<file path="config.mk">
export PLATFORM = sky130hd
export DESIGN_NAME = tmpm_walk_chain
export DESIGN_NICKNAME = d
export VERILOG_FILES = /design/src/rtl/tmpm_pkg.sv /design/src/rtl/tmpm_cell.sv /design/src/rtl/tmpm_walk_chain.sv
export SDC_FILE = /design/constraint.sdc
export NUM_CORES = 1
export LEC_CHECK = 0
export BUFFER_PORTS_ARGS = -buffer_cell sky130_fd_sc_hd__buf_2
export CAP_MARGIN = 30
export CORE_ASPECT_RATIO = 2
export CORE_MARGIN = 2
export CORE_UTILIZATION = 28
export DETAILED_ROUTE_END_ITERATION = 8
export PLACE_DENSITY = 0.56
export REMOVE_ABC_BUFFERS = 1
export SYNTH_ARGS = -nofsm -noshare
export SYNTH_HDL_FRONTEND = slang
export SYNTH_SLANG_ARGS = --single-unit
</file>
<file path="constraint.sdc">
create_clock -name i_clk -period 3 [get_ports i_clk]
set_clock_uncertainty 0.2 [all_clocks]
set_input_delay 0.45 -clock i_clk [delete_from_list [all_inputs] [get_ports i_clk]]
set_output_delay 0.45 -clock i_clk [all_outputs]
set_load 0.1 [all_outputs]
</file>
<file path="src/rtl/tmpm_pkg.sv">
// shared types and constants of the trie multi-pattern matcher
// used by the chain, the top level and the checker, depends on nothing
package tmpm_pkg;

    localparam int NODES_DEF     = 1024;
    localparam int MAX_DEPTH_DEF = 16;
    localparam int ALPHABET_DEF  = 26;
    localparam int POS_BITS_DEF  = 16;
    localparam int MAX_RESULTS   = 16;
    localparam int LETTER_W      = 5;
    localparam int POS_OUT_W     = 16;
    localparam int STATUS_W      = 2;

    localparam logic [STATUS_W-1:0] STATUS_MATCH   = 2'd0;
    localparam logic [STATUS_W-1:0] STATUS_STORED  = 2'd1;
    localparam logic [STATUS_W-1:0] STATUS_DROPPED = 2'd2;

    typedef enum logic [2:0] {
        ST_CLEAR,
        ST_IDLE,
        ST_LOAD_RD,
        ST_LOAD_UPD,
        ST_LOAD_OUT,
        ST_WALK,
        ST_EMIT
    } t_state;

    typedef enum logic [1:0] {
        SRC_DEAD,
        SRC_CELL,
        SRC_ROOT
    } t_a_src;

    typedef struct packed {
        logic   shift;
        logic   rotate;
        logic   clear;
        logic   letter_ok;
        t_a_src a_src;
    } t_chain_ctl;

endpackage

</file>
<file path="src/rtl/tmpm_cell.sv">
// one walk cell: live flag, match flag, trie node and start position
// does not use tmpm_pkg and depends on nothing
module tmpm_cell #(
    parameter int NODE_W = 10,
    parameter int POS_W  = 16
) (
    input  logic              i_clk,
    input  logic              i_rst_n,
    input  logic              i_clear,
    input  logic              i_load,
    input  logic              i_live,
    input  logic              i_match,
    input  logic [NODE_W-1:0] i_node,
    input  logic [POS_W-1:0]  i_start,
    output logic              o_live,
    output logic              o_match,
    output logic [NODE_W-1:0] o_node,
    output logic [POS_W-1:0]  o_start
);

    logic              r_live;
    logic              r_match;
    logic [NODE_W-1:0] r_node;
    logic [POS_W-1:0]  r_start;

    always_ff @(posedge i_clk) begin
        if (!i_rst_n) begin
            r_live  <= 1'b0;
            r_match <= 1'b0;
        end else if (i_clear) begin
            r_live  <= 1'b0;
            r_match <= 1'b0;
        end else if (i_load) begin
            r_live  <= i_live;
            r_match <= i_match;
        end
    end

    always_ff @(posedge i_clk) begin
        if (i_load) begin
            r_node  <= i_node;
            r_start <= i_start;
        end
    end

    assign o_live  = r_live;
    assign o_match = r_match;
    assign o_node  = r_node;
    assign o_start = r_start;

endmodule

</file>
<file path="src/rtl/tmpm_walk_chain.sv">
// row of walk cells, oldest at the head, plus child and mark lookup stages
// depends on tmpm_pkg and tmpm_cell
module tmpm_walk_chain #(
    parameter int NODE_W = 10,
    parameter int POS_W  = 16,
    parameter int DEPTH  = 16
) (
    input  logic                 i_clk,
    input  logic                 i_rst_n,
    input  tmpm_pkg::t_chain_ctl i_ctl,
    input  logic [POS_W-1:0]     i_pos,
    input  logic [NODE_W-1:0]    i_child,
    input  logic                 i_mark,
    output logic [NODE_W-1:0]    o_rd_node,
    output logic [NODE_W-1:0]    o_mark_node,
    output logic                 o_push_match,
    output logic                 o_head_match,
    output logic [POS_W-1:0]     o_head_start
);

    logic              w_live  [DEPTH];
    logic              w_match [DEPTH];
    logic [NODE_W-1:0] w_node  [DEPTH];
    logic [POS_W-1:0]  w_start [DEPTH];

    logic              r_a_live;
    logic [POS_W-1:0]  r_a_start;
    logic              r_b_live;
    logic [NODE_W-1:0] r_b_node;
    logic [POS_W-1:0]  r_b_start;

    logic              w_tail_live;
    logic              w_tail_match;
    logic [NODE_W-1:0] w_tail_node;
    logic [POS_W-1:0]  w_tail_start;
    logic              w_load;

    assign w_load       = i_ctl.shift | i_ctl.rotate;
    assign o_push_match = r_b_live & i_mark;

    always_comb begin
        if (i_ctl.rotate) begin
            w_tail_live  = w_live[0];
            w_tail_match = w_match[0];
            w_tail_node  = w_node[0];
            w_tail_start = w_start[0];
        end else begin
            w_tail_live  = r_b_live;
            w_tail_match = o_push_match;
            w_tail_node  = r_b_node;
            w_tail_start = r_b_start;
        end
    end

    genvar gi;
    generate
        for (gi = 0; gi < DEPTH; gi++) begin : g_cell
            if (gi == DEPTH - 1) begin : g_tail
                tmpm_cell #(.NODE_W(NODE_W), .POS_W(POS_W)) u_cell (
                    .i_clk   (i_clk),
                    .i_rst_n (i_rst_n),
                    .i_clear (i_ctl.clear),
                    .i_load  (w_load),
                    .i_live  (w_tail_live),
                    .i_match (w_tail_match),
                    .i_node  (w_tail_node),
                    .i_start (w_tail_start),
                    .o_live  (w_live[gi]),
                    .o_match (w_match[gi]),
                    .o_node  (w_node[gi]),
                    .o_start (w_start[gi])
                );
            end else begin : g_body
                tmpm_cell #(.NODE_W(NODE_W), .POS_W(POS_W)) u_cell (
                    .i_clk   (i_clk),
                    .i_rst_n (i_rst_n),
                    .i_clear (i_ctl.clear),
                    .i_load  (w_load),
                    .i_live  (w_live[gi+1]),
                    .i_match (w_match[gi+1]),
                    .i_node  (w_node[gi+1]),
                    .i_start (w_start[gi+1]),
                    .o_live  (w_live[gi]),
                    .o_match (w_match[gi]),
                    .o_node  (w_node[gi]),
                    .o_start (w_start[gi])
                );
            end
        end
    endgenerate

    // child lookup address for the word entering the first stage
    assign o_rd_node = (i_ctl.a_src == tmpm_pkg::SRC_CELL) ? w_node[0] : '0;

    always_ff @(posedge i_clk) begin
        if (!i_rst_n) begin
            r_a_live <= 1'b0;
            r_b_live <= 1'b0;
        end else if (i_ctl.clear) begin
            r_a_live <= 1'b0;
            r_b_live <= 1'b0;
        end else if (i_ctl.shift) begin
            unique case (i_ctl.a_src)
                tmpm_pkg::SRC_CELL: r_a_live <= w_live[0];
                tmpm_pkg::SRC_ROOT: r_a_live <= 1'b1;
                default:            r_a_live <= 1'b0;
            endcase
            r_b_live <= r_a_live & i_ctl.letter_ok & (i_child != '0);
        end
    end

    always_ff @(posedge i_clk) begin
        if (i_ctl.shift) begin
            r_a_start <= (i_ctl.a_src == tmpm_pkg::SRC_ROOT) ? i_pos : w_start[0];
            r_b_node  <= i_child;
            r_b_start <= r_a_start;
        end
    end

    assign o_mark_node  = i_child;
    assign o_head_match = w_live[0] & w_match[0];
    assign o_head_start = w_start[0];

endmodule

</file>
# After elaboration in Yosys (flattened, before gate mapping)
# Cells that the tools add are included.
[totals] register_bits=492 input_bits=35 out_inout_bits=38
[classes] n_eq_ne=2 muxes=7 bitwise_logic=6 reduce_logical=2
[op_table] operator="16-bit 2-to-1 mux" n=2
[op_table] operator="10-bit 2-to-1 mux" n=2
[op_table] operator="10-bit nonzero test" n=1
[op_table] operator="1-bit AND" n=4
[op_table] operator="2-bit by 1-bit == test with 1-bit output (second input constant)" n=1
[op_table] operator="2-bit == test (second input constant)" n=1
[op_table] operator="1-bit 2-to-1 mux" n=2
[op_table] operator="1-bit one-hot mux with 2 select lines" n=1
[op_table] operator="2-bit OR reduction" n=1
[op_table] operator="1-bit inverter" n=1
[op_table] operator="1-bit bitwise OR" n=1

# Longest topological paths before layout
# Gate-level depths: netlist of the first run.
[depth] ltp_word=2 ltp_mapped=6 mapped_depth_nobuf=5

# Cells and area by module
# A second synthesis of the first run with hierarchy kept.
[unflattened] hier_cells=662 hier_area_um2=15823.9
[modules_own_cells] module="tmpm_cell" instances=16 cells_each=33 area_per_inst_um2=854.6 seq_area_each_um2=820.8
[modules_own_cells] module="tmpm_walk_chain" instances=1 cells_each=134 area_per_inst_um2=2150.8 seq_area_each_um2=1301.2

# Worst setup path before layout of the first run
# No wires, ideal clock.
[synth_timing] path_kind="input -> register" from="in i_ctl[5] (netlist bit)" to="reg g_cell[0].g_body.u_cell.r_node[0], enable pin" setup_ps=453 arrival_time_ps=2539 path_slack_ps=-191 stages=3 n_path_buf=1 cell_sequence="nor2_2 > inv_2 > buf_6"
[synth_between] elab_chain_cells=1
[synth_rtl] element="from (decl)" line_no="tmpm_walk_chain.sv:10" text="input tmpm_pkg::t_chain_ctl i_ctl,"
[synth_rtl] element="1-bit bitwise OR" line_no="tmpm_walk_chain.sv:38" text="assign w_load = i_ctl.shift | i_ctl.rotate;"
[synth_rtl] element="named net g_cell[0].g_body.u_cell.i_load" line_no="tmpm_cell.sv:10" text="input logic i_load,"
[synth_rtl] element="to (signal assigned)" line_no="tmpm_cell.sv:41" text="r_node <= i_node;"
[synth_rtl] element="to (decl)" line_no="tmpm_cell.sv:23" text="logic [NODE_W-1:0] r_node;"
# The timed path passes the listed nets, and every way through them passes these cells.
# A chain may end at the register's enable or synchronous reset.

# Worst setup path after layout of the first run
[layout_timing] from="in i_ctl[1] (netlist bit)" to="out o_rd_node[5]"
[layout_between] elab_chain_cells=2
[layout_rtl] element="2-bit by 1-bit == test with 1-bit output" line_no="tmpm_walk_chain.sv:93" text="assign o_rd_node = (i_ctl.a_src == tmpm_pkg::SRC_CELL) ? w_node[0] : '0;"
[layout_rtl] element="10-bit 2-to-1 mux" line_no="tmpm_walk_chain.sv:93"
[layout_rtl] element="to (decl)" line_no="tmpm_walk_chain.sv:14" text="output logic [NODE_W-1:0] o_rd_node,"
# No other way between the ends.

==> metrics.md, run 1 <==
| Metric | Value |
|---|---|
| Status | `finished, final reports clean` |
| WP buf/inv | `3` |
| Die extent in y | `around 340 um` |
| Reg clk slew, reported paths | `~0.07 ns` |
| Switching Fraction | `0.211` |
| Starting Density | `0.283` |
| Final GP Congestion | `between 0.6 and 0.7` |
| IO Count | `73` |
| Top delay family on crit path | `buffers and inverters` |
| FP Rows | `122` |
| VDD IR max | `~480 uV` |
| WL/cell | `15.0 um` |
| Die Area | `58100 um^2` |
| Net count reported at finish | `848` |
| Die W | `roughly 170 um` |
| CTS sink cnt | `492` |
| Global-route wire length before repair | `36.4 mm` |
| Logic gate share of total power | `0.042` |
| Worst hold path class | `input port to flop` |
| Largest net degree at the start of global routing | `95` |
| Switching power total | `3140 uW` |
| FMAX | `a little over 400 MHz` |
| Remaining DRCs | `0` |
| Synthesized cell area | `between 15000 and 20000 um^2` |
| Pint | `11700 uW` |
| Number of buffers created by CTS | `43` |
| Drt first pass iters | `6` |
| Slew Viols, Final | `0` |
| Worst-path cell chain | `buf_2 -> inv_1 -> ha_1 -> and2_1 -> buf_2` |
| Critical Path AT | `1.77 ns` |
| Crit Path Max Fanout | `11` |
| Leakage | `0.00639 uW` |
| RSZ-0062 raised after global routing | `false` |
| Worst-Margin Slew | `0.742 ns` |
| Gate Count Post-Synth | `688` |
| CTS tree | `done` |
| Initial antenna violation count | `0` |
| Most frequent CP cell | `buf_2` |
| Drt initial violations | `around 560` |
| Post-route clock period utilization | `0.807` |
| Overall routing resource usage | `0.0818` |
| Core area | `55400 um^2` |
| Clock root buffer | `clkbuf_16` |
| Power Dens Cells | `801 nW/um^2` |
| Setup violations, final | `0` |
| Diode count | `0` |
| Syn avg cell area | `around 23 um^2` |
| Number of distinct library cells after synthesis | `25` |
| Maxcap violations | `0` |
| Vias/cell | `3.96` |
| Crit Path Class | `input port to output port` |
| Final Power | `14900 uW` |
| CP max-delay cell | `ha_1` |
| H-tree depth | `2` |
| Reg power frac | `0.574` |
| Slowest stage delay, CP | `0.51 ns` |
| CP Capture Type | `output port` |
| Post-synthesis sequential area ratio | `0.919` |
| Setup ws final | `0.579 ns` |
| Required time of the critical path | `between 2 and 2.5 ns` |
| Clock Tree Buf Depth | `3` |
| Synth-to-layout area growth | `18.4%` |
| Final Non-Filler Cells | `1587` |
| Final ANT Viol Nets | `0` |
| Synth warn | `0` |
| Vias in the first global route | `between 6000 and 7000` |
| Detailed Route WL | `23.7 mm` |
| Slew margin rel. | `0.505` |
| Fill cell count | `5135` |
| DP Cell Count | `around 1500` |
| Final min period | `approximately 2.4 ns` |
| Finished Core Util | `0.336` |
| Post-CTS setup buffer count | `0` |
| Yosys reg bits | `approximately 490` |
| Clk Latency, worst-skew pair | `0.54 ns` |
| Layout cell share with drive strength beyond 1 | `0.228` |
| Total global routing overflow | `0` |
| Via count | `6287` |
| Fin. Hold Viols | `0` |
| Clk network pwr share | `0.384` |
| Post-detail-place hpwl | `12.5 mm` |
| Crit path launch type | `input port` |
| Port Buffers | `72` |
| Pre-CTS WS | `about 0.56 ns` |
==> layer usage <==
metal,up-vias,share of wire,global-route usage
met5,-,0,0
met4,0,0.031,0.0383
met3,43,0.037,0.0137
met2,120,0.46,0.123
met1,3252,0.47,0.115
li1,2872,-,-
==> final cells by class <==
| class | instances | area [um^2] | share of cell area |
|---|---|---|---|
| multi-input cells | 165 | 1080 | 0.0581 |
| clock inverters | 29 | 343 | 0.0184 |
| well taps | 744 | 931 | 0.0501 |
| flip-flops and latches | 492 | 14400 | 0.776 |
| inverters | 5 | 26.3 | 0.00141 |
| clock buffers | 48 | 1100 | 0.0594 |
| repair buffers | 104 | 673 | 0.0362 |
==> power groups by stage <==
stage,Sequential (uW),Combinational (uW),Clock [uW]
2_1_floorplan,8790,220,0
4_1_cts,8570,631,5960
6_report,8550,620,5720
3_5_place_dp,8690,612,0
5_1_grt,8620,655,6200
3_3_place_gp,8690,601,0
==> placed cells by master, fill, tap and decap left out, types with 7 or more instances in the layout <==
master         count
mux2_1             8
and2_1            12
nand2_1           61
mux2_2            35
clkbuf_16         43
buf_4             11
clkinv_2          10
a21oi_1           31
edfxtp_1         458
buf_2             72
dfxtp_1           34
dlygate4sd3_1     19
bufinv_16          7
==> cell families after synthesis <==
family,count (synthesis),synth area share
AOI/OAI and AO/OA,36,0.0130
adders and majority gates,2,0.00159
buffers and inverters,31,0.0123
DFF,492,0.919
muxes,44,0.0315
and+or+nand+nor,83,0.0228
==> state kept, by name (all words and copies together) (netlist names) <==
signal	count
g_cell.g_body.u_cell.o_live	15
g_cell.g_body.u_cell.o_match	15
g_cell.g_body.u_cell.o_node	150
g_cell.g_body.u_cell.o_start	240
g_cell.g_tail.u_cell.o_live	1
g_cell.g_tail.u_cell.o_match	1
g_cell.g_tail.u_cell.o_node	10
g_cell.g_tail.u_cell.o_start	16
r_a_live	1
r_a_start	16
r_b_live	1
r_b_node	10
r_b_start	16
==> per-stage QoR <==
| step | hold slack (ns) | TNS, ns | area, um^2 |
|---|---|---|---|
| after detailed placement | 0.205 | 0 | 17000 |
| final | 0.0324 | 0 | 18600 |
| after global placement | 0.201 | 0 | 17000 |
| after floorplan | 0.200 | -1370.11 | 15500 |
| after global routing | 0.0121 | 0 | 18600 |
| after CTS | 0.00533 | 0 | 18600 |
==> cell usage after synthesis <==
cell,n,share of area
a221oi_2,1,0.00096
a41oi_1,1,0.00056
buf_2,7,0.0022
nor4_1,2,0.00080
nor2_2,1,0.00040
inv_2,1,0.00024
nand2b_1,3,0.0012
ha_1,2,0.0016
a21o_1,1,0.00048
inv_1,4,0.00096
edfxtp_1,458,0.88
mux2_2,35,0.025
buf_4,14,0.0067
and2_1,12,0.0048
nand2_1,61,0.015
a21oi_1,31,0.0099
mux2i_1,1,0.00064
nor2_1,3,0.00072
mux2_1,8,0.0057
nand3_1,1,0.00032
buf_6,2,0.0014
o31a_1,1,0.00056
clkbuf_1,3,0.00072
a21oi_2,1,0.00056
dfxtp_1,34,0.043
==> final timing paths <==
| path | startpoint | endpoint | slack, ns | cells after the start |
|---|---|---|---|---|
| max | i_ctl[1] | o_rd_node[5] | 0.58 | 5 |
| min | i_pos[1] | r_a_start[1] | 0.03 | 2 |
| max reg2reg | g_cell[0].g_body.u_cell.o_start[6] | g_cell[15].g_tail.u_cell.o_start[6] | 1.73 | 1 |
| min reg2reg | g_cell[14].g_body.u_cell.o_start[5] | g_cell[13].g_body.u_cell.o_start[5] | 0.20 | 0 |
==> timing repair <==
item / CTS / global route
gates resized for setup: 0 / 0
endpoints found under the hold margin: 19 / 0
hold buffers: 19 / 0
Note: power is estimated with default switching activity, not from simulation.
==> run 2: changes to the inputs <==
Settings changed: ABC_AREA set to 1.
Clock period 3 ns to 2.2 ns, I/O delays scaled along.
==> run 2 against run 1 <==
  * Via count grew 7.4%
  * Core utilization grew 0.63 points
  * Final cell count grew 8.2%
  * Total power grew 38%
  * Critical path depth shrank 2
  * Clock-buffer cell count grew 9
  * Global-route usage shrank 0.21 points
  * Wire length shrank 0.27%
  * Non-clock buffer count grew 15
  * Sequential power grew 37%
  * Largest power group unchanged
==> metrics.md, run 2 <==
| Metric | Value |
|---|---|
| Status | `finished, final reports clean` |
| FP Rows | `123 (+0.82%)` |
| Post-synthesis sequential area ratio | `0.917 (-0.00197)` |
| Main flop type after synthesis | `edfxtp_1` |
| Synth top area share | `0.874 (-0.00188)` |
| Reg clk slew, reported paths | `0.06 ns (about the same)` |
| Final ANT Viol Nets | `0 (unchanged)` |
| Power Dens Cells | `1080 nW/um^2 (+35%)` |
| CTS sink cnt | `492 (unchanged)` |
| Vias/cell | `3.93 (-0.71%)` |
| Overall routing resource usage | `0.0797 (-0.00205)` |
| FFs w/ async S/R, synth | `0 (unchanged)` |
| R2R depth | `2 (+1)` |
| Maxcap violations | `0 (unchanged)` |
| RSZ-0062 raised after global routing | `false` |
| Drt initial violations | `627 (+12%)` |
| Pre-CTS WS | `0.396 ns (-0.164 ns)` |
| Clock root buffer | `clkbuf_16` |
| Core area | `55900 um^2 (+0.82%)` |
| Clock Tree Buf Depth | `3 (unchanged)` |
| Number of buffers created by CTS | `46 (+7.0%)` |
| Synth area leaders | `edfxtp_1 87%, dfxtp_1 4.3%, nand2_1 3.0%, nor2_1 1.5%, o21ai_0 1.2%` |
| Remaining DRCs | `0 (unchanged)` |
| Post-CTS Hold Buffers | `27 (+8)` |
| Stages on worst setup path | `3 (-2)` |
| Global-route wire length before repair | `36.4 mm (+0.17%)` |
| Hold EP | `g_cell[15].g_tail.u_cell.o_match` |
| Die extent in y | `339 um (+0.11%)` |
| Number of distinct library cells after synthesis | `18 (-28%)` |
| Layer with the highest usage | `met1` |
| RR Startpoint | `g_cell[0].g_body.u_cell.o_start[1]` |
| Fin Setup TNS | `0 ns (unchanged)` |
| Yosys reg bits | `492 (unchanged)` |
| CP Capture Type | `output port` |
| Reg2reg end | `r_a_start[1]` |
| GR Util met3 | `0.0175 (+0.00383)` |
| Commonest cells post-synth | `458 x edfxtp_1, 127 x nand2_1, 65 x nor2_1` |
| Hold Path Stages | `5 (+3)` |
| Final min period | `2.06 ns` |
| Port Buffers | `72 (unchanged)` |
| Largest net degree at the start of global routing | `64 (-33%)` |
| Gate Count Post-Synth | `793 (+15%)` |
| Fin. Hold Viols | `0 (unchanged)` |
| Worst-path cell chain | `nand2_1 -> inv_1 -> buf_2` |
| Resize count post-CTS | `0 (unchanged)` |
| H-tree depth | `2 (unchanged)` |
| EDFF count, synth | `458 (unchanged)` |
| Top delay family on crit path | `buffers and inverters` |
| DP Cell Count | `1606 (+7.7%)` |
| Leakage | `0.00705 uW (+10%)` |
| Min-delay src | `i_mark` |
| Slew Viols, Final | `0 (unchanged)` |
| Top-count cell post-synth | `edfxtp_1` |
| WP buf/inv | `2 (-1)` |
| CP max-delay cell | `buf_2` |
| Crit path launch type | `flop` |
| Synth warn | `0 (unchanged)` |
| Slowest stage delay, CP | `0.41 ns (-0.10 ns)` |
| Hold Slack | `0.0319 ns (-0.000446 ns)` |
| Critical Path AT | `1.53 ns (-0.24 ns)` |
| Commonest non-fill, non-tap cells in the layout | `458 x edfxtp_1, 127 x nand2_1, 65 x nor2_1` |
| Syn avg cell area | `19.9 um^2 (-13%)` |
| Initial antenna violation count | `0 (unchanged)` |
| IO Count | `73 (unchanged)` |
| FMAX | `slightly below 500 MHz` |
| Die Area | `58200 um^2 (+0.21%)` |
| Total global routing overflow | `0 (unchanged)` |
| Commonest non-fill, non-tap cell in the layout | `edfxtp_1` |
| Net count reported at finish | `968 (+14%)` |
| Final Non-Filler Cells | `1717 (+8.2%)` |
| Detailed Route WL | `23.7 mm (-0.27%)` |
| Max reg flops | `240 (unchanged)` |
| Crit Path Max Fanout | `3 (-8)` |
| Finished Core Util | `0.342 (+0.00625)` |
| WL/cell | `13.8 um (-7.8%)` |
| Worst-Margin Slew | `0.636 ns (-0.106 ns)` |
| Starting Density | `0.282 (-0.00170)` |
| GRT met1 Usage | `0.123 (+0.00771)` |
| CTS tree | `done` |
| Via count | `6754 (+7.4%)` |
| Post-synth top area cell | `edfxtp_1` |
| Post-detail-place hpwl | `13.1 mm (+4.5%)` |
| GRT met2 Usage | `0.111 (-0.0122)` |
| Synth-to-layout area growth | `21.3%` |
| Clk Latency, worst-skew pair | `0.55 ns (about the same)` |
| Required time of the critical path | `1.67 ns (-0.68 ns)` |
| Post-CTS setup buffer count | `0 (unchanged)` |
| Vias in the first global route | `6492 (+4.1%)` |
| Drt first pass iters | `5 (-1)` |
| Setup ws final | `0.142 ns (-0.437 ns)` |
| Fill cell count | `5209 (+1.4%)` |
| Worst hold path class | `input port to flop` |
| Final GP Congestion | `0.710 (+4.1%)` |
| Crit Path Class | `flop to output port` |
| Layout cell share with drive strength beyond 1 | `0.176 (-0.0520)` |
| VDD IR max | `711 uV (+49%)` |
| Setup violations, final | `0 (unchanged)` |
| Diode count | `0 (unchanged)` |
| Slew margin rel. | `0.576 (+0.0701)` |
| Setup slack, reg-to-reg | `1.07 ns (-0.66 ns)` |
| Post-route clock period utilization | `0.935` |
| Synthesized cell area | `15700 um^2 (+0.22%)` |
| Die W | `172 um (+0.10%)` |
run 2: cell types whose count changed after synthesis, moves of 3 or more:
cell,previous run,this run
mux2_2,35,0
mux2_1,8,0
o21ai_1,0,6
clkbuf_1,3,6
o21ai_0,0,37
and2_1,12,0
nand2b_1,3,0
nor2_1,3,65
inv_1,4,24
a21oi_1,31,5
nand2_1,61,127
run 2: area by class of cell:
class,instances,area [um^2],area share
Timing Repair Buffer,119,1040,0.0546
Inverter,25,101,0.00531
Multi-Input combinational cell,247,1020,0.0535
Sequential cell,492,14400,0.756
Clock inverter,27,240,0.0126
Clock buffer,57,1320,0.0689
Tap cell,750,938,0.0491
run 2: power by group:
part | switching [uW] | internal [uW] | total, uW
logic | 738 | 219 | 957
registers | 306 | 11400 | 11700
clock network | 3260 | 4710 | 7960
total | 4300 | 16300 | 20600
run 2: kinds of logic after synthesis:
family	Yosys count	share of synthesized area
fa+ha+maj	2	0.00159
simple gates	196	0.0475
buf+inv	54	0.0182
flops	492	0.917
compound gates	49	0.0157
run 2: worst min-delay path, delay by kind of cell:
family / cells / cell delay (ns)
simple gates: 2 / 0.16
compound gates: 2 / 0.14
buf+inv: 1 / 0.10
run 2: worst max path at each step:
stage / from / end / slack (ns)
after floorplan: i_ctl[5] / g_cell[15].g_tail.u_cell.o_live / -3.75
after global placement: i_ctl[0] / r_a_live / 0.39
after detailed placement: i_ctl[0] / r_a_live / 0.40
after CTS: r_b_live / o_push_match / 0.10
after global routing: r_b_live / o_push_match / 0.08
final: r_b_live / o_push_match / 0.14
run 2: stage by stage:
| step | power (uW) | cell area [um^2] |
|---|---|---|
| after floorplan | 12400 | 15500 |
| after global placement | 12800 | 17300 |
| after detailed placement | 12800 | 17300 |
| after CTS | 20900 | 19100 |
| after global routing | 21400 | 19100 |
| final | 20600 | 19100 |
run 2: layer usage:
| layer | part of all wire | wire length, um | vias up |
|---|---|---|---|
| li1 | - | - | 3167 |
| met1 | 0.50 | 11900 | 3378 |
| met2 | 0.43 | 10200 | 159 |
| met3 | 0.045 | 1060 | 50 |
| met4 | 0.022 | 522 | 0 |
| met5 | 0 | 0 | - |
